===== src/rtl/core/wcti_pkg.sv =====
// wcti_pkg: shared types and codes of the windowed chunk transfer issuer
// no dependencies; imported by every wcti module
package wcti_pkg;

  localparam int LEN_W     = 27;
  localparam int OFF_X_W   = LEN_W + 1;
  localparam int ADDR_W    = 64;
  localparam int KEY_W     = 32;
  localparam int ID_W      = 10;
  localparam int LOFF_W    = 26;
  localparam int CLEN_W    = 17;
  localparam int KIND_W    = 2;
  localparam int STATUS_W  = 3;
  localparam int CFG_IDX_W = 2;
  localparam int MAX_BURST = 16;
  localparam int CNT_W     = 5;
  localparam int QDEPTH    = 4;
  localparam int QPTR_W    = 2;
  localparam int QCNT_W    = 3;

  localparam logic FUNC_START = 1'b0;
  localparam logic FUNC_COMPL = 1'b1;

  localparam logic [KIND_W-1:0] KIND_CHUNK = 2'd0;
  localparam logic [KIND_W-1:0] KIND_DONE  = 2'd1;
  localparam logic [KIND_W-1:0] KIND_ERROR = 2'd2;

  localparam logic [STATUS_W-1:0] ST_OK         = 3'd0;
  localparam logic [STATUS_W-1:0] ST_NO_LINK    = 3'd1;
  localparam logic [STATUS_W-1:0] ST_NO_STAGING = 3'd2;
  localparam logic [STATUS_W-1:0] ST_TOO_LONG   = 3'd3;
  localparam logic [STATUS_W-1:0] ST_IO_ERROR   = 3'd4;
  localparam logic [STATUS_W-1:0] ST_BUSY       = 3'd5;

  localparam logic [CFG_IDX_W-1:0] REG_LINK_READY    = 2'd0;
  localparam logic [CFG_IDX_W-1:0] REG_STAGING_READY = 2'd1;
  localparam logic [CFG_IDX_W-1:0] REG_LOCAL_KEY     = 2'd2;

  typedef enum logic [1:0] {
    OP_ERROR = 2'd0,
    OP_DONE  = 2'd1,
    OP_BURST = 2'd2,
    OP_CHUNK = 2'd3
  } op_t;

  typedef struct packed {
    logic             link_ready;
    logic             staging_ready;
    logic [KEY_W-1:0] local_key;
  } cfg_t;

  typedef struct packed {
    op_t                 op;
    logic [STATUS_W-1:0] status;
    logic [ADDR_W-1:0]   base;
    logic [KEY_W-1:0]    key;
    logic                dir;
    logic [LEN_W-1:0]    len;
    logic [LEN_W-1:0]    off;
  } cmd_t;

endpackage


===== src/rtl/core/wcti_front.sv =====
// wcti_front: accepts items, runs the start checks and job bookkeeping
// emits at most one command per item into the queue; depends on wcti_pkg
module wcti_front #(
  parameter int CHUNK_BYTES     = 65536,
  parameter int WINDOW          = 16,
  parameter int MAX_TOTAL_BYTES = 67108864
) (
  input  logic                           clk,
  input  logic                           rst_n,
  input  logic                           in_valid,
  output logic                           in_stall,
  input  logic                           in_func,
  input  logic [wcti_pkg::ADDR_W-1:0]    in_remote_base,
  input  logic [wcti_pkg::KEY_W-1:0]     in_remote_key,
  input  logic [wcti_pkg::LEN_W-1:0]     in_total_length,
  input  logic                           in_direction,
  input  logic                           in_completion_ok,
  input  wcti_pkg::cfg_t                 cfg,
  input  logic                           q_full,
  output logic                           push,
  output wcti_pkg::cmd_t                 push_cmd
);
  import wcti_pkg::*;

  localparam int EFF_W = (WINDOW > MAX_BURST) ? MAX_BURST : WINDOW;
  localparam logic [63:0] WIN_SPAN = 64'(EFF_W) * 64'(CHUNK_BYTES);
  localparam logic [63:0] MAX_LEN  = 64'(MAX_TOTAL_BYTES);
  localparam logic [OFF_X_W-1:0] CHUNK_X = OFF_X_W'(CHUNK_BYTES);

  logic              active_r, active_nxt;
  logic [LEN_W-1:0]  len_r, len_nxt;
  logic [LEN_W-1:0]  posted_r, posted_nxt;
  logic [LEN_W-1:0]  done_off_r, done_off_nxt;
  logic [ADDR_W-1:0] base_r, base_nxt;
  logic [KEY_W-1:0]  key_r, key_nxt;
  logic              dir_r, dir_nxt;
  logic              accept;

  function automatic logic [LEN_W-1:0] sat_add(input logic [LEN_W-1:0] off,
                                                input logic [LEN_W-1:0] lim);
    logic [OFF_X_W-1:0] sum;
    sum = {1'b0, off} + CHUNK_X;
    return (sum >= {1'b0, lim}) ? lim : sum[LEN_W-1:0];
  endfunction

  assign in_stall = q_full;
  assign accept   = in_valid && !q_full;

  always_comb begin
    active_nxt   = active_r;
    len_nxt      = len_r;
    posted_nxt   = posted_r;
    done_off_nxt = done_off_r;
    base_nxt     = base_r;
    key_nxt      = key_r;
    dir_nxt      = dir_r;
    push         = 1'b0;
    push_cmd     = '0;
    push_cmd.op  = OP_ERROR;
    if (accept) begin
      case (in_func)
        FUNC_START: begin
          push = 1'b1;
          if (active_r) begin
            push_cmd.status = ST_BUSY;
          end else if (!cfg.link_ready) begin
            push_cmd.status = ST_NO_LINK;
          end else if (!cfg.staging_ready) begin
            push_cmd.status = ST_NO_STAGING;
          end else if (64'(in_total_length) > MAX_LEN) begin
            push_cmd.status = ST_TOO_LONG;
          end else if (in_total_length == '0) begin
            push_cmd.op     = OP_DONE;
            push_cmd.status = ST_OK;
          end else begin
            push_cmd.op   = OP_BURST;
            push_cmd.base = in_remote_base;
            push_cmd.key  = in_remote_key;
            push_cmd.dir  = in_direction;
            push_cmd.len  = in_total_length;
            active_nxt    = 1'b1;
            len_nxt       = in_total_length;
            base_nxt      = in_remote_base;
            key_nxt       = in_remote_key;
            dir_nxt       = in_direction;
            done_off_nxt  = '0;
            posted_nxt    = (64'(in_total_length) > WIN_SPAN) ?
                            WIN_SPAN[LEN_W-1:0] : in_total_length;
          end
        end
        FUNC_COMPL: begin
          if (active_r) begin
            if (!in_completion_ok) begin
              push            = 1'b1;
              push_cmd.status = ST_IO_ERROR;
              active_nxt      = 1'b0;
            end else begin
              done_off_nxt = sat_add(done_off_r, len_r);
              if (posted_r < len_r) begin
                push          = 1'b1;
                push_cmd.op   = OP_CHUNK;
                push_cmd.base = base_r;
                push_cmd.key  = key_r;
                push_cmd.dir  = dir_r;
                push_cmd.len  = len_r;
                push_cmd.off  = posted_r;
                posted_nxt    = sat_add(posted_r, len_r);
              end else if (sat_add(done_off_r, len_r) == len_r) begin
                push            = 1'b1;
                push_cmd.op     = OP_DONE;
                push_cmd.status = ST_OK;
                active_nxt      = 1'b0;
              end
            end
          end
        end
        default: begin
          push = 1'b0;
        end
      endcase
    end
  end

  always_ff @(posedge clk) begin
    if (!rst_n) begin
      active_r <= 1'b0;
    end else begin
      active_r <= active_nxt;
    end
  end

  always_ff @(posedge clk) begin
    len_r      <= len_nxt;
    posted_r   <= posted_nxt;
    done_off_r <= done_off_nxt;
    base_r     <= base_nxt;
    key_r      <= key_nxt;
    dir_r      <= dir_nxt;
  end

endmodule


===== src/rtl/core/wcti_queue.sv =====
// wcti_queue: short command queue between front and back
// register array with head read; depends on wcti_pkg
module wcti_queue (
  input  logic           clk,
  input  logic           rst_n,
  input  logic           push,
  input  wcti_pkg::cmd_t push_cmd,
  output logic           full,
  output logic           head_valid,
  output wcti_pkg::cmd_t head,
  input  logic           pop
);
  import wcti_pkg::*;

  cmd_t              mem_r [QDEPTH];
  logic [QPTR_W-1:0] wr_ptr_r, wr_ptr_nxt;
  logic [QPTR_W-1:0] rd_ptr_r, rd_ptr_nxt;
  logic [QCNT_W-1:0] count_r, count_nxt;
  logic              do_push, do_pop;

  assign full       = (count_r == QCNT_W'(QDEPTH));
  assign head_valid = (count_r != '0);
  assign head       = mem_r[rd_ptr_r];
  assign do_push    = push && !full;
  assign do_pop     = pop && head_valid;

  always_comb begin
    wr_ptr_nxt = do_push ? wr_ptr_r + 1'b1 : wr_ptr_r;
    rd_ptr_nxt = do_pop ? rd_ptr_r + 1'b1 : rd_ptr_r;
    count_nxt  = count_r;
    if (do_push && !do_pop) begin
      count_nxt = count_r + 1'b1;
    end else if (do_pop && !do_push) begin
      count_nxt = count_r - 1'b1;
    end
  end

  always_ff @(posedge clk) begin
    if (!rst_n) begin
      wr_ptr_r <= '0;
      rd_ptr_r <= '0;
      count_r  <= '0;
    end else begin
      wr_ptr_r <= wr_ptr_nxt;
      rd_ptr_r <= rd_ptr_nxt;
      count_r  <= count_nxt;
    end
  end

  always_ff @(posedge clk) begin
    if (do_push) begin
      mem_r[wr_ptr_r] <= push_cmd;
    end
  end

endmodule


===== src/rtl/core/wcti_back.sv =====
// wcti_back: turns queued commands into results, one per cycle while not stalled
// walks start bursts chunk by chunk; depends on wcti_pkg
module wcti_back #(
  parameter int CHUNK_BYTES = 65536,
  parameter int WINDOW      = 16
) (
  input  logic                              clk,
  input  logic                              rst_n,
  input  logic                              head_valid,
  input  wcti_pkg::cmd_t                    head,
  output logic                              pop,
  input  logic [wcti_pkg::KEY_W-1:0]        local_key,
  output logic                              out_valid,
  input  logic                              out_stall,
  output logic [wcti_pkg::KIND_W-1:0]       out_kind,
  output logic [wcti_pkg::STATUS_W-1:0]     out_status,
  output logic [wcti_pkg::ID_W-1:0]         out_request_id,
  output logic [wcti_pkg::ADDR_W-1:0]       out_remote_address,
  output logic [wcti_pkg::LOFF_W-1:0]       out_local_offset,
  output logic [wcti_pkg::CLEN_W-1:0]       out_chunk_length,
  output logic [wcti_pkg::KEY_W-1:0]        out_request_key,
  output logic [wcti_pkg::KEY_W-1:0]        out_staging_key,
  output logic                              out_write_dir,
  output logic                              out_last
);
  import wcti_pkg::*;

  localparam int EFF_W = (WINDOW > MAX_BURST) ? MAX_BURST : WINDOW;
  localparam logic [CNT_W-1:0]   LAST_CNT = CNT_W'(EFF_W - 1);
  localparam logic [OFF_X_W-1:0] CHUNK_X  = OFF_X_W'(CHUNK_BYTES);
  localparam logic [LEN_W-1:0]   CHUNK_L  = LEN_W'(CHUNK_BYTES);

  logic                valid_r, valid_nxt;
  logic [CNT_W-1:0]    bcnt_r, bcnt_nxt;
  logic [LEN_W-1:0]    boff_r, boff_nxt;
  logic [ID_W-1:0]     id_r, id_nxt;
  logic [KIND_W-1:0]   kind_r, kind_nxt;
  logic [STATUS_W-1:0] status_r, status_nxt;
  logic [ID_W-1:0]     rid_r, rid_nxt;
  logic [ADDR_W-1:0]   raddr_r, raddr_nxt;
  logic [LOFF_W-1:0]   loff_r, loff_nxt;
  logic [CLEN_W-1:0]   clen_r, clen_nxt;
  logic [KEY_W-1:0]    rkey_r, rkey_nxt;
  logic [KEY_W-1:0]    skey_r, skey_nxt;
  logic                wdir_r, wdir_nxt;
  logic                last_r, last_nxt;
  logic                load, fire, is_burst, fits, burst_end;
  logic [LEN_W-1:0]    cur_off, rem, clen;
  logic [ID_W-1:0]     cur_id;

  assign load      = !valid_r || !out_stall;
  assign fire      = head_valid && load;
  assign is_burst  = (head.op == OP_BURST);
  assign cur_off   = is_burst ? boff_r : head.off;
  assign cur_id    = is_burst ? ID_W'(bcnt_r) : id_r;
  assign rem       = head.len - cur_off;
  assign fits      = ({1'b0, rem} <= CHUNK_X);
  assign clen      = fits ? rem : CHUNK_L;
  assign burst_end = fits || (bcnt_r == LAST_CNT);
  assign pop       = fire && (!is_burst || burst_end);

  always_comb begin
    valid_nxt  = load ? head_valid : valid_r;
    bcnt_nxt   = bcnt_r;
    boff_nxt   = boff_r;
    id_nxt     = id_r;
    kind_nxt   = kind_r;
    status_nxt = status_r;
    rid_nxt    = rid_r;
    raddr_nxt  = raddr_r;
    loff_nxt   = loff_r;
    clen_nxt   = clen_r;
    rkey_nxt   = rkey_r;
    skey_nxt   = skey_r;
    wdir_nxt   = wdir_r;
    last_nxt   = last_r;
    if (fire) begin
      kind_nxt   = KIND_ERROR;
      status_nxt = head.status;
      rid_nxt    = '0;
      raddr_nxt  = '0;
      loff_nxt   = '0;
      clen_nxt   = '0;
      rkey_nxt   = '0;
      skey_nxt   = '0;
      wdir_nxt   = 1'b0;
      last_nxt   = 1'b1;
      case (head.op)
        OP_ERROR: begin
          kind_nxt = KIND_ERROR;
        end
        OP_DONE: begin
          kind_nxt   = KIND_DONE;
          status_nxt = ST_OK;
        end
        OP_BURST, OP_CHUNK: begin
          kind_nxt   = KIND_CHUNK;
          status_nxt = ST_OK;
          rid_nxt    = cur_id;
          raddr_nxt  = head.base + ADDR_W'(cur_off);
          loff_nxt   = cur_off[LOFF_W-1:0];
          clen_nxt   = clen[CLEN_W-1:0];
          rkey_nxt   = head.key;
          skey_nxt   = local_key;
          wdir_nxt   = head.dir;
          if (is_burst) begin
            last_nxt = burst_end;
            if (burst_end) begin
              bcnt_nxt = '0;
              boff_nxt = '0;
              id_nxt   = cur_id + 1'b1;
            end else begin
              bcnt_nxt = bcnt_r + 1'b1;
              boff_nxt = boff_r + CHUNK_L;
            end
          end else begin
            id_nxt = id_r + 1'b1;
          end
        end
        default: begin
          kind_nxt = KIND_ERROR;
        end
      endcase
    end
  end

  always_ff @(posedge clk) begin
    if (!rst_n) begin
      valid_r <= 1'b0;
      bcnt_r  <= '0;
      boff_r  <= '0;
      id_r    <= '0;
    end else begin
      valid_r <= valid_nxt;
      bcnt_r  <= bcnt_nxt;
      boff_r  <= boff_nxt;
      id_r    <= id_nxt;
    end
  end

  always_ff @(posedge clk) begin
    kind_r   <= kind_nxt;
    status_r <= status_nxt;
    rid_r    <= rid_nxt;
    raddr_r  <= raddr_nxt;
    loff_r   <= loff_nxt;
    clen_r   <= clen_nxt;
    rkey_r   <= rkey_nxt;
    skey_r   <= skey_nxt;
    wdir_r   <= wdir_nxt;
    last_r   <= last_nxt;
  end

  assign out_valid          = valid_r;
  assign out_kind           = kind_r;
  assign out_status         = status_r;
  assign out_request_id     = rid_r;
  assign out_remote_address = raddr_r;
  assign out_local_offset   = loff_r;
  assign out_chunk_length   = clen_r;
  assign out_request_key    = rkey_r;
  assign out_staging_key    = skey_r;
  assign out_write_dir      = wdir_r;
  assign out_last           = last_r;

endmodule


===== src/rtl/core/windowed_chunk_transfer_issuer.sv =====
// windowed_chunk_transfer_issuer: top level, configuration registers and wiring
// depends on wcti_pkg, wcti_front, wcti_queue, wcti_back
//
// The block takes one input item per cycle as long as its four-entry command queue
// has room, and hands out at most one result per cycle. The front classifies each
// item in the cycle it is accepted and updates the job bookkeeping at once, so
// completions can follow a start back to back. The command of an item is written
// into the queue, and the back end then registers its result from the queue head.
// A start that opens a job issues up to min(WINDOW, 16) chunk requests, fewer when
// the job has fewer chunks, one per cycle from the issue side while the output is
// not stalled; while such a burst drains the queue can fill and stall the input.
// A completion yields at most one result there. Configuration writes are always
// taken (cfg_ready is tied high).
module windowed_chunk_transfer_issuer #(
  parameter int CHUNK_BYTES     = 65536,
  parameter int WINDOW          = 16,
  parameter int MAX_TOTAL_BYTES = 67108864
) (
  input  logic                              clk,
  input  logic                              rst_n,
  input  logic                              in_valid,
  output logic                              in_stall,
  input  logic                              in_func,
  input  logic [wcti_pkg::ADDR_W-1:0]       in_remote_base,
  input  logic [wcti_pkg::KEY_W-1:0]        in_remote_key,
  input  logic [wcti_pkg::LEN_W-1:0]        in_total_length,
  input  logic                              in_direction,
  input  logic                              in_completion_ok,
  output logic                              out_valid,
  input  logic                              out_stall,
  output logic [wcti_pkg::KIND_W-1:0]       out_kind,
  output logic [wcti_pkg::STATUS_W-1:0]     out_status,
  output logic [wcti_pkg::ID_W-1:0]         out_request_id,
  output logic [wcti_pkg::ADDR_W-1:0]       out_remote_address,
  output logic [wcti_pkg::LOFF_W-1:0]       out_local_offset,
  output logic [wcti_pkg::CLEN_W-1:0]       out_chunk_length,
  output logic [wcti_pkg::KEY_W-1:0]        out_request_key,
  output logic [wcti_pkg::KEY_W-1:0]        out_staging_key,
  output logic                              out_write_dir,
  output logic                              out_last,
  input  logic                              cfg_valid,
  output logic                              cfg_ready,
  input  logic [wcti_pkg::CFG_IDX_W-1:0]    cfg_index,
  input  logic [wcti_pkg::KEY_W-1:0]        cfg_data
);
  import wcti_pkg::*;

  cfg_t cfg_r, cfg_nxt;
  logic push, q_full, head_valid, pop;
  cmd_t push_cmd, head;

  assign cfg_ready = 1'b1;

  always_comb begin
    cfg_nxt = cfg_r;
    if (cfg_valid) begin
      case (cfg_index)
        REG_LINK_READY:    cfg_nxt.link_ready    = cfg_data[0];
        REG_STAGING_READY: cfg_nxt.staging_ready = cfg_data[0];
        REG_LOCAL_KEY:     cfg_nxt.local_key     = cfg_data;
        default:           cfg_nxt = cfg_r;
      endcase
    end
  end

  always_ff @(posedge clk) begin
    if (!rst_n) begin
      cfg_r <= '0;
    end else begin
      cfg_r <= cfg_nxt;
    end
  end

  wcti_front #(
    .CHUNK_BYTES    (CHUNK_BYTES),
    .WINDOW         (WINDOW),
    .MAX_TOTAL_BYTES(MAX_TOTAL_BYTES)
  ) u_front (
    .clk             (clk),
    .rst_n           (rst_n),
    .in_valid        (in_valid),
    .in_stall        (in_stall),
    .in_func         (in_func),
    .in_remote_base  (in_remote_base),
    .in_remote_key   (in_remote_key),
    .in_total_length (in_total_length),
    .in_direction    (in_direction),
    .in_completion_ok(in_completion_ok),
    .cfg             (cfg_r),
    .q_full          (q_full),
    .push            (push),
    .push_cmd        (push_cmd)
  );

  wcti_queue u_queue (
    .clk       (clk),
    .rst_n     (rst_n),
    .push      (push),
    .push_cmd  (push_cmd),
    .full      (q_full),
    .head_valid(head_valid),
    .head      (head),
    .pop       (pop)
  );

  wcti_back #(
    .CHUNK_BYTES(CHUNK_BYTES),
    .WINDOW     (WINDOW)
  ) u_back (
    .clk               (clk),
    .rst_n             (rst_n),
    .head_valid        (head_valid),
    .head              (head),
    .pop               (pop),
    .local_key         (cfg_r.local_key),
    .out_valid         (out_valid),
    .out_stall         (out_stall),
    .out_kind          (out_kind),
    .out_status        (out_status),
    .out_request_id    (out_request_id),
    .out_remote_address(out_remote_address),
    .out_local_offset  (out_local_offset),
    .out_chunk_length  (out_chunk_length),
    .out_request_key   (out_request_key),
    .out_staging_key   (out_staging_key),
    .out_write_dir     (out_write_dir),
    .out_last          (out_last)
  );

endmodule


===== config.mk =====
export PLATFORM = sky130hd
export DESIGN_NAME = windowed_chunk_transfer_issuer
export DESIGN_NICKNAME = d
export VERILOG_FILES = /design/src/rtl/core/wcti_pkg.sv /design/src/rtl/core/wcti_front.sv /design/src/rtl/core/wcti_queue.sv /design/src/rtl/core/wcti_back.sv /design/src/rtl/core/windowed_chunk_transfer_issuer.sv
export SDC_FILE = /design/constraint.sdc
export NUM_CORES = 1
export LEC_CHECK = 0
export ABC_AREA = 1
export BUFFER_PORTS_ARGS = -buffer_cell sky130_fd_sc_hd__buf_2
export CAP_MARGIN = 20
export CELL_PAD_IN_SITES_DETAIL_PLACEMENT = 0
export CELL_PAD_IN_SITES_GLOBAL_PLACEMENT = 2
export CORE_UTILIZATION = 40
export DETAILED_ROUTE_END_ITERATION = 8
export GPL_ROUTABILITY_DRIVEN = 1
export PLACE_DENSITY = 0.9
export SLEW_MARGIN = 40
export SYNTH_ARGS = -nofsm -noshare
export SYNTH_HDL_FRONTEND = slang
export SYNTH_HIERARCHICAL = 1
export SYNTH_SLANG_ARGS = --single-unit

===== constraint.sdc =====
create_clock -name clk -period 11.6 [get_ports clk]
set_clock_uncertainty 0.15 [all_clocks]
set_input_delay 1.74 -clock clk [delete_from_list [all_inputs] [get_ports clk]]
set_output_delay 1.74 -clock clk [all_outputs]
set_load 0.005 [all_outputs]

Yosys cells after proc, flatten, opt, wreduce, memory -nomap -nowiden
Memory sizes are Yosys's and may differ from the RTL's. A register that Yosys moved wholly into a read port is not among the register bits.
Index checks and enable logic that the tools add are counted.

storage, ports and cells
  bits in writable memories = 624
  bits in latches = 0
  input bits = 165
  memories kept = 1
  output and inout port bits = 191
  ROM bits = 0
  bits in registers = 451
  word-level logic and storage cells = 176

operators by class
  divide/modulo/power cells = 0
  $lt $le $gt $ge = 6
  shift operators = 0
  multiply operators = 0
  reductions and logical operators = 33
  bitwise logic cells = 4
  muxes and demuxes = 75
  equality and inequality tests = 17
  add/subtract/negate cells = 12

memory list
  memory         words  bits a word  rd ports  clocked after memory_dff  write ports  line              RTL
  u_queue.mem_r  4      156          1         1                         1            wcti_queue.sv:15  cmd_t mem_r [QDEPTH];

operators by type and width
  cell                    number
  $mux 124                5
  $mux 27                 21
  $mux 156                2
  $mux 151                2
  $pmux 129 s2            1
  $pmux 27 s2             2
  $add 64x27->64          1
  $add 27x17->28 const B  2
  $ge 28x27->1            2
  $mux 10                 3
  $add 27x17->27 const B  1
  $eq 27x27->1            1
  $gt 27x21->1 const B    1
  $gt 27x27->1 const B    1
  $le 27x17->1 const B    1
  $logic_not 27->1        1
  $lt 27x27->1            1
  $sub 27x27->27          1
  $mux 3                  7
  $add 10x1->10 const B   2
  $mux 2                  10
  $mux 17                 1
  $mux 1                  16
  $ne 2x2->1 const B      6
  27 further kinds        56

Depth between registers and ports, before layout
Gate-level depths: netlist of the first run.

  depth in word-level cells = 15
  depth in mapped cells = 45
  depth with buffers taken out = 40

Cells and area by module
The synthesis of the first run kept the hierarchy.

modules (own cells, without submodules)
  module                          cells each  area each (sq um)  times used  seq. area each (sq um)
  wcti_queue                      1578        23570.1            1           18918.1
  wcti_back                       1754        13294.0            1           6185.9
  wcti_front                      1316        11115.7            1           5365.1
  windowed_chunk_transfer_issuer  221         1432.6             1           680.7

Least setup slack after synthesis of the first run
Ideal clock, no wire load.

  path type = register to register
  from = reg u_front.done_off_r[16]
  to = mem u_queue/mem_r[0][0] (netlist name) (enable)
  path buffers = 2
  data arrival time = 9590 ps
  slack = 1186 ps
  clock period less this slack = 10414 ps
  data required time = 10776 ps
  setup time = 674 ps
  cell stages (with the launch flop) = 29
  cells stage by stage = edfxtp_1 -> ha_1 -> nand2_1 -> nor2_1 -> inv_1 -> nor2_1 -> nand4_1 -> xnor2_1 -> ha_1 -> nand2_1 -> nor2_1 -> nand2_1 -> nor2_1 -> nand2_2 -> nand3_2 -> buf_6 -> buf_6 -> nor3_1 -> nor2_1 -> nand2_1 -> nor2_1 -> nand2_1 -> nor2_2 -> nand2_1 -> nand2_1 -> o21bai_1 -> inv_1 -> nand2_1 -> nor2_1

on the way
  word-level cells in the longest chain between the ends = 13

ends and longest elaborated chain
  what                            line                                  RTL
  from (decl)                     wcti_front.sv:33                      logic [LEN_W-1:0] done_off_r, done_off_nxt;
  from (signal assigned)          wcti_front.sv:135                     done_off_r <= done_off_nxt;
  $add 27x17->28 *                wcti_front.sv:42                      sum = {1'b0, off} + CHUNK_X;
  $ge 28x27->1                    wcti_front.sv:43                      return (sum >= {1'b0, lim}) ? lim : sum[LEN_W-1:0];
  $mux 27 *                       wcti_front.sv:43
  $eq 27x27->1 *                  wcti_front.sv:108                     end else if (sat_add(done_off_r, len_r) == len_r) begin
  $mux 1 *                        wcti_front.sv:108
  $mux 1 *                        wcti_front.sv:99                      if (posted_r < len_r) begin
  $mux 1 *                        wcti_front.sv:93                      if (!in_completion_ok) begin
  $mux 1 *                        wcti_front.sv:92                      if (active_r) begin
  $pmux 1 s2 *                    wcti_front.sv:61                      case (in_func)
  $mux 1 *                        wcti_front.sv:60                      if (accept) begin
  via push                        windowed_chunk_transfer_issuer.sv:49  logic push, q_full, head_valid, pop;
  $logic_and 1x1->1 *             wcti_queue.sv:24                      assign do_push = push && !full;
  $mux 1 *                        wcti_queue.sv:51                      if (do_push) begin
  $mux 1 (implied by the code) *  wcti_queue.sv:52                      mem_r[wr_ptr_r] <= push_cmd;
  to (decl)                       wcti_queue.sv:15

The timed path passes the listed nets; every way through them passes the cells marked *.

Final worst setup path of the first run
  from = reg u_front.done_off_r[16]
  to = mem u_queue/mem_r[2][102] (netlist name) (enable)

Same word-level chain as after synthesis.

==> impl_metrics.json, run 1 <==
{
  "antenna_found_initial": 18,
  "clk_latency_ns": 0.71,
  "total_leakage_power_nw": 23.18,
  "stdcell_count": 6895,
  "yosysTopAreaCell": "edfxtp_1",
  "finalMaxSlewViolations": 0,
  "setup-tns-final_ns": 0,
  "cp_common_cell": "nand2_1",
  "synth_fp_nets": 5140,
  "post_cts_buffers": 0,
  "place_hpwl_um": 92240,
  "outcome": "finished, final reports clean",
  "grt_use_total_pct": 21.51,
  "n_fill_cell": 11393,
  "cts_tree": "done",
  "avgSynthCellArea_um2": 10.15,
  "clkSinkCount": 1061,
  "cts_root_buf": "clkbuf_16",
  "layout_commonest_cell": "edfxtp_1",
  "port_buffers": 354,
  "crit_fanout": 49,
  "startpoint_type": "flip-flop",
  "crit_slowest_cell": "buf_4",
  "wl_per_cell_um": 19.80,
  "path_buf_inv": 9,
  "hold_slack_ns": 0.3386,
  "hold_class": "flip-flop to flip-flop",
  "post_cts_resized": 0,
  "max_stage_delay_ns": 0.64,
  "ys_ff_latch": 1061,
  "clk_pin_slew_ns": 0.06,
  "drive_above_1_share_pct": 13.21,
  "drt.antenna.violating_nets": 0,
  "dpl.cell_count": 6682,
  "fin_crit_sh_pct": 61.68,
  "total_power_mw": 13.73,
  "io_pins": 356,
  "syn_area_um2": 49410,
  "timing.fmax_mhz": 139.8,
  "coreArea_um2": 122200,
  "yosysUniqueCellTypes": 61,
  "layout_min_cycle_time_ns": 7.155,
  "dp_slack_ns": 4.324,
  "drt_iter0_markers": 2940,
  "drc": 0,
  "syn_inst": 4869,
  "vdd_drop_max_mv": 0.2142,
  "synthToLayoutAreaGrowth_pct": 14.24,
  "numCtsBuffers": 111,
  "rsz0062_at_grt": "false",
  "grt_max_degree": 179,
  "synth_top_cell_area_share_pct": 60.16,
  "start_util_pct": 40.44,
  "yosysSeqAreaShare_pct": 63.04,
  "crit_type": "flip-flop to flip-flop",
  "htree_levels": 3,
  "vias": 35641,
  "final_cell_mix": "edfxtp_1, nand2_1, nor2_1",
  "first_global_vias": 34147,
  "setup_ws_ns": 4.445,
  "via_per_inst": 5.169,
  "synth_warnings": 6,
  "placementRows": 128,
  "dieArea_um2": 124900,
  "grt_overflow": 0,
  "hold_buffers": 0,
  "grt_pass1_wl_um": 206700,
  "slew_headroom_pct": 31.32,
  "cap_viol_max_count": 0,
  "synth-async-reset-ratio_pct": 0,
  "worstSetupEndpointType": "flip-flop",
  "final_nets": 5445,
  "final-hold-violation-count": 0,
  "place_congestion": 0.8605,
  "pwr_density_cell_nw_per_um2": 243.3,
  "required_ns": 11.84,
  "clk_path_buf_depth": 3,
  "synth_enable_flop_cells": 990,
  "fp.dieW_um": 353.5,
  "cp.arrival_ns": 7.39,
  "setup_viol": 0,
  "max_slew.worst_pin.slew_ns": 1.030,
  "dieHeight_um": 353.5,
  "ys.flop_type": "edfxtp_1",
  "first_pass_iters": 5,
  "wirelength_um": 136500,
  "synthTopCellsByArea": "edfxtp_1, nand2_1, nor2_1",
  "critPathTopFamily": "simple AND/OR/NAND/NOR gates"
}
## tightest hold or removal path: stages, from the launching register on
cell,delay (ns)
dfxtp_1,0.32
nand2_1,0.07
a21oi_1,0.06
## sequential cells by signal, summed over array words and instances, names as in the netlist, 11 cells and up, named ones only
| signal | flops |
|---|---|
| u_back/boff_r | 11 |
| u_front/done_off_r | 27 |
| u_front/key_r | 32 |
| u_back/out_local_offset | 26 |
| cfg_r | 34 |
| u_front/base_r | 64 |
| u_front/posted_r | 27 |
| u_back/out_chunk_length | 17 |
| u_back/out_remote_address | 64 |
| u_queue/mem_r | 624 |
| u_back/out_staging_key | 32 |
| u_back/out_request_key | 32 |
| u_front/len_r | 27 |
## metal layers
metal	part of all wire (%)	global-route usage [%]	wire length [µm]
met3	6.2	3.072	8432
met2	46	34.27	63340
met1	45	30.86	62050
met5	0.064	0	88
met4	1.9	5.420	2586
## layout make-up
cell class	count	area [µm²]	area share (%)
Sequential cell	1061	31160	55.19
Multi-Input combinational cell	3067	15140	26.82
Inverter	532	2022	3.582
Antenna cell	3	7.507	0.01330
Clock buffer	138	2980	5.280
Tap cell	1625	2033	3.602
Clock inverter	68	807.0	1.430
Timing Repair Buffer	401	2301	4.076
## cells in the mapped netlist, types with 13 or more instances
cell type / count
edfxtp_1: 990
nand2_1: 875
nor2_1: 739
inv_1: 515
o21ai_0: 387
a21oi_1: 262
o22ai_1: 158
nand3_1: 142
clkbuf_1: 124
ha_1: 103
nor3_1: 79
dfxtp_1: 71
nand4_1: 50
o21ai_1: 45
buf_6: 42
nand2_2: 26
xor2_1: 24
buf_2: 23
a21oi_2: 22
a211oi_1: 21
buf_4: 14
inv_2: 14
nor4_1: 13
o21a_1: 13
## worst paths after layout
path	start	endpoint	slack [ns]	cells past startpoint
worst max-delay path	u_front/done_off_r[16]$_SDFFCE_PN0P_	u_queue/mem_r[2][102]$_DFFE_PP_	4.45	33
worst max register to register	u_front/done_off_r[16]$_SDFFCE_PN0P_	u_queue/mem_r[2][102]$_DFFE_PP_	4.45	33
worst min-delay path	u_back/bcnt_r[4]$_SDFFE_PN0P_	u_back/bcnt_r[4]$_SDFFE_PN0P_	0.34	2
worst min register to register	u_back/bcnt_r[4]$_SDFFE_PN0P_	u_back/bcnt_r[4]$_SDFFE_PN0P_	0.34	2
## per-stage QoR
| step | utilization [%] | cell area (µm²) |
|---|---|---|
| CTS | 46.10 | 56340 |
| floorplan | - | 49410 |
| finish | 46.20 | 56450 |
| global placement | 42.94 | 52470 |
| global route | 46.20 | 56450 |
| detailed placement | 43.00 | 52550 |
## kinds of logic after synthesis
group	synth area share (%)
buffers and inverters	6.470
adder cells (fa/ha/maj)	2.730
other	0.007589
AO/OA/AOI/OAI	10.65
XOR/XNOR	0.5849
AND/OR/NAND/NOR	16.51
flip-flops	63.04
## where the power goes
part / total, mW / switching, mW / leakage (nW) / internal (mW)
Sequential: 5.10 / 0.232 / 10.4 / 4.86
Combinational: 4.99 / 3.53 / 11.0 / 1.45
Clock: 3.65 / 1.52 / 1.79 / 2.12
(Power assumes the default switching activity.)
==> inputs of run 2 (changes only) <==
Settings changed: ABC_AREA 1 to 0, CORE_UTILIZATION 40 to 44, PLACE_DENSITY 0.9 to 0.89.
Clock period 11.6 ns to 7.1 ns, I/O delays scaled along.
==> run 2 against run 1 <==
  * Sequential power increased by 61%
  * Global-route usage decreased by 0.42 points
  * Register-to-register slack got worse by 3.7 ns
  * Flip-flop and latch count is the same
  * Combinational power increased by 17%
  * Final area decreased by 1.6%
==> impl_metrics.json, run 2 <==
{
  "outcome": "finished, final reports clean",
  "final-hold-violation-count": 0,
  "post_cts_resized": 0,
  "pwr-share-comb_pct": 29.5,
  "p_int_mw": 13.39,
  "crit_fanout": 18,
  "path_buf_inv": 2,
  "port_buffers": 354,
  "dp_slack_ns": 0.7879,
  "max_stage_delay_ns": 0.68,
  "clkSinkCount": 1061,
  "drt.antenna.violating_nets": 0,
  "switchingPower_mw": 6.411,
  "synth_warnings": 6,
  "r2r_slack_ns": 0.78,
  "hold_depth": 2,
  "final_util_pct": 50.81,
  "largest_reg_flops": 624,
  "wl_per_cell_um": 22.51,
  "hold_class": "flip-flop to flip-flop",
  "clk_latency_ns": 0.71,
  "grt_use_total_pct": 21.09,
  "largest_register": "u_queue/mem_r",
  "cts_root_buf": "clkbuf_16",
  "drt_iter0_markers": 2161,
  "total_leakage_power_nw": 20.39,
  "dieHeight_um": 334.6,
  "r2r_end": "u_queue/count_r[2]$_SDFFE_PN0P_",
  "required_ns": 7.55,
  "ys.flop_type": "edfxtp_1",
  "dpl.cell_count": 5067,
  "coreArea_um2": 109300,
  "crit_type": "flip-flop to flip-flop",
  "critPathTopFamily": "compound AO/OA/AOI/OAI gates",
  "dieArea_um2": 111900,
  "fin_crit_sh_pct": 88.95,
  "placementRows": 121,
  "pwr_density_cell_nw_per_um2": 356.6,
  "rr_worst_depth": 22,
  "layout_commonest_cell": "edfxtp_1",
  "min_to": "cfg_r[21]$_SDFFE_PN0P_",
  "grt_overflow": 0,
  "hold_buffers": 0,
  "final_cell_mix": "edfxtp_1, buf_2, nor2_1",
  "drc": 0,
  "pwr-share-clk_pct": 29.1,
  "p_seq_share_pct": 41.5,
  "multi_input_area_um2": 16100,
  "htree_levels": 3,
  "post_cts_buffers": 0,
  "place_hpwl_um": 80500,
  "cts_tree": "done",
  "place_congestion": 0.8658,
  "synth_enable_flop_cells": 990,
  "vdd_drop_max_mv": 0.2834,
  "fp.dieW_um": 334.6,
  "setup-tns-final_ns": 0,
  "syn_area_um2": 48660,
  "setup_ws_ns": 0.7846,
  "synth_common_cells": "edfxtp_1, nor2_1, mux2i_1, nand2_1, mux4_2",
  "ff_latch_area_um2": 31160,
  "yosysSeqAreaShare_pct": 64.01,
  "synth_top_cell_area_share_pct": 61.09,
  "cp.arrival_ns": 6.77,
  "start_util_pct": 44.52,
  "yosysUniqueCellTypes": 100,
  "io_pins": 356,
  "timing.fmax_mhz": 158.3,
  "final_nets": 3977,
  "setup_viol": 0,
  "wirelength_um": 118900,
  "startpoint_type": "flip-flop",
  "worstSetupEndpointType": "flip-flop",
  "synth-async-reset-ratio_pct": 0,
  "avgSynthCellArea_um2": 14.43,
  "crit_slowest_cell": "mux4_4",
  "first_global_vias": 29306,
  "slew_headroom_pct": 40.45,
  "hold_slack_ns": 0.3014,
  "drive_above_1_share_pct": 20.52,
  "clk_path_buf_depth": 3,
  "cap_viol_max_count": 0,
  "synth_fp_nets": 3644,
  "stdcell_count": 5284,
  "grt_pass1_wl_um": 180000,
  "layout_min_cycle_time_ns": 6.315,
  "first_pass_iters": 8,
  "grt_max_degree": 125,
  "clk_pin_slew_ns": 0.06,
  "ys_ff_latch": 1061,
  "via_per_inst": 5.537,
  "n_fill_cell": 9215,
  "yosysTopAreaCell": "edfxtp_1",
  "vias": 29258,
  "worstHoldStart": "cfg_r[21]$_SDFFE_PN0P_",
  "rsz0062_at_grt": "false",
  "switching_share_pct": 32.37,
  "synthToLayoutAreaGrowth_pct": 14.13,
  "max_slew.worst_pin.slew_ns": 0.8893,
  "antenna_found_initial": 6,
  "crit_chain": "mux4_4, nand2b_2, buf_4, nand2_1, ha_1, nor2b_1, o41ai_1, a32oi_4, o21ai_2, a21oi_1, or3_1, a211o_1, a2111oi_2, o2111ai_2, a31oi_1, o31ai_1, ha_1, inv_1, fa_1, xor2_1, or3_1, a21boi_0",
  "synth_most_common_cell": "edfxtp_1",
  "numCtsBuffers": 110,
  "finalMaxSlewViolations": 0,
  "synthTopCellsByArea": "edfxtp_1, mux4_2, mux2i_1",
  "syn_inst": 3373
}
-- run 2: cell types whose count changed after synthesis, moves of 152 or more --
cell | previous run | this run
mux4_2 | 0 | 156
mux2i_1 | 0 | 205
o21ai_0 | 387 | 79
nor2_1 | 739 | 335
nand2_1 | 875 | 203
inv_1 | 515 | 94
a21oi_1 | 262 | 97
o22ai_1 | 158 | 6
-- run 2: per-layer routing --
layer | wire [µm] | vias to the layer above | global-route usage [%]
met3 | 7420 | 152 | 4.175
met4 | 2723 | 2 | 6.022
met2 | 55990 | 849 | 33.50
li1 | - | 13562 | -
met5 | 9 | - | 0
met1 | 52790 | 14693 | 29.46
-- run 2: how the worst max path moves through the flow --
| stage | from | to | slack (ns) | cells past startpoint |
|---|---|---|---|---|
| after floorplan | flip-flop | u_queue/count_r[2]$_SDFFE_PN0P_ | 0.004 | 31 |
| after global placement | flip-flop | u_queue/count_r[2]$_SDFFE_PN0P_ | 0.73 | 21 |
| after detailed placement | flip-flop | u_queue/count_r[2]$_SDFFE_PN0P_ | 0.79 | 21 |
| after CTS | flip-flop | u_queue/count_r[2]$_SDFFE_PN0P_ | 0.72 | 21 |
| after global routing | flip-flop | u_queue/count_r[2]$_SDFFE_PN0P_ | 0.10 | 21 |
| final | flip-flop | u_queue/count_r[2]$_SDFFE_PN0P_ | 0.78 | 22 |
-- run 2: layout make-up --
cell class	instances	share of cell area, %
Clock inverter	82	1.471
Sequential cell	1061	56.10
Multi-Input combinational cell	2027	28.99
Tap cell	1476	3.325
Antenna cell	6	0.02703
Timing Repair Buffer	410	4.321
Clock buffer	126	5.103
Inverter	96	0.6623
-- run 2: cell families (layout without fill, tap and decap cells) --
family	after synthesis	in the layout	synth area share (%)
simple gates	989	989	10.00
other cells	1	7	0.007706
mux	362	362	11.46
flops	1061	1061	64.01
fa+ha+maj	112	112	2.895
compound gates	417	417	5.916
buf+inv	285	714	3.049
xor+xnor	146	146	2.656
-- run 2: power by group through the flow --
stage          clock network, mW  registers [mW]  logic (mW)
4_1_cts                     5.89            8.23        5.87
3_3_place_gp                   0            8.34        5.83
6_report                    5.75            8.21        5.84
2_1_floorplan                  0            8.43        3.89
3_5_place_dp                   0            8.35        5.84
5_1_grt                     6.12            8.28        6.36
-- run 2: per-stage QoR --
step / cell area [µm²] / total power, mW
floorplan: 48670 / 12.32
global placement: 51720 / 14.17
detailed placement: 51800 / 14.20
CTS: 55450 / 19.99
global route: 55540 / 20.75
finish: 55540 / 19.81
-- run 2: worst register-to-register path: cells and delay by family, from the launching register on --
kind                       cells  cell delay [ns]
AOI/OAI and AO/OA             10             2.59
and+or+nand+nor                5             1.19
adders and majority gates      3             0.72
muxes                          1             0.68
DFF                            1             0.46
buffers and inverters          2             0.33
xor gates and xnor gates       1             0.07
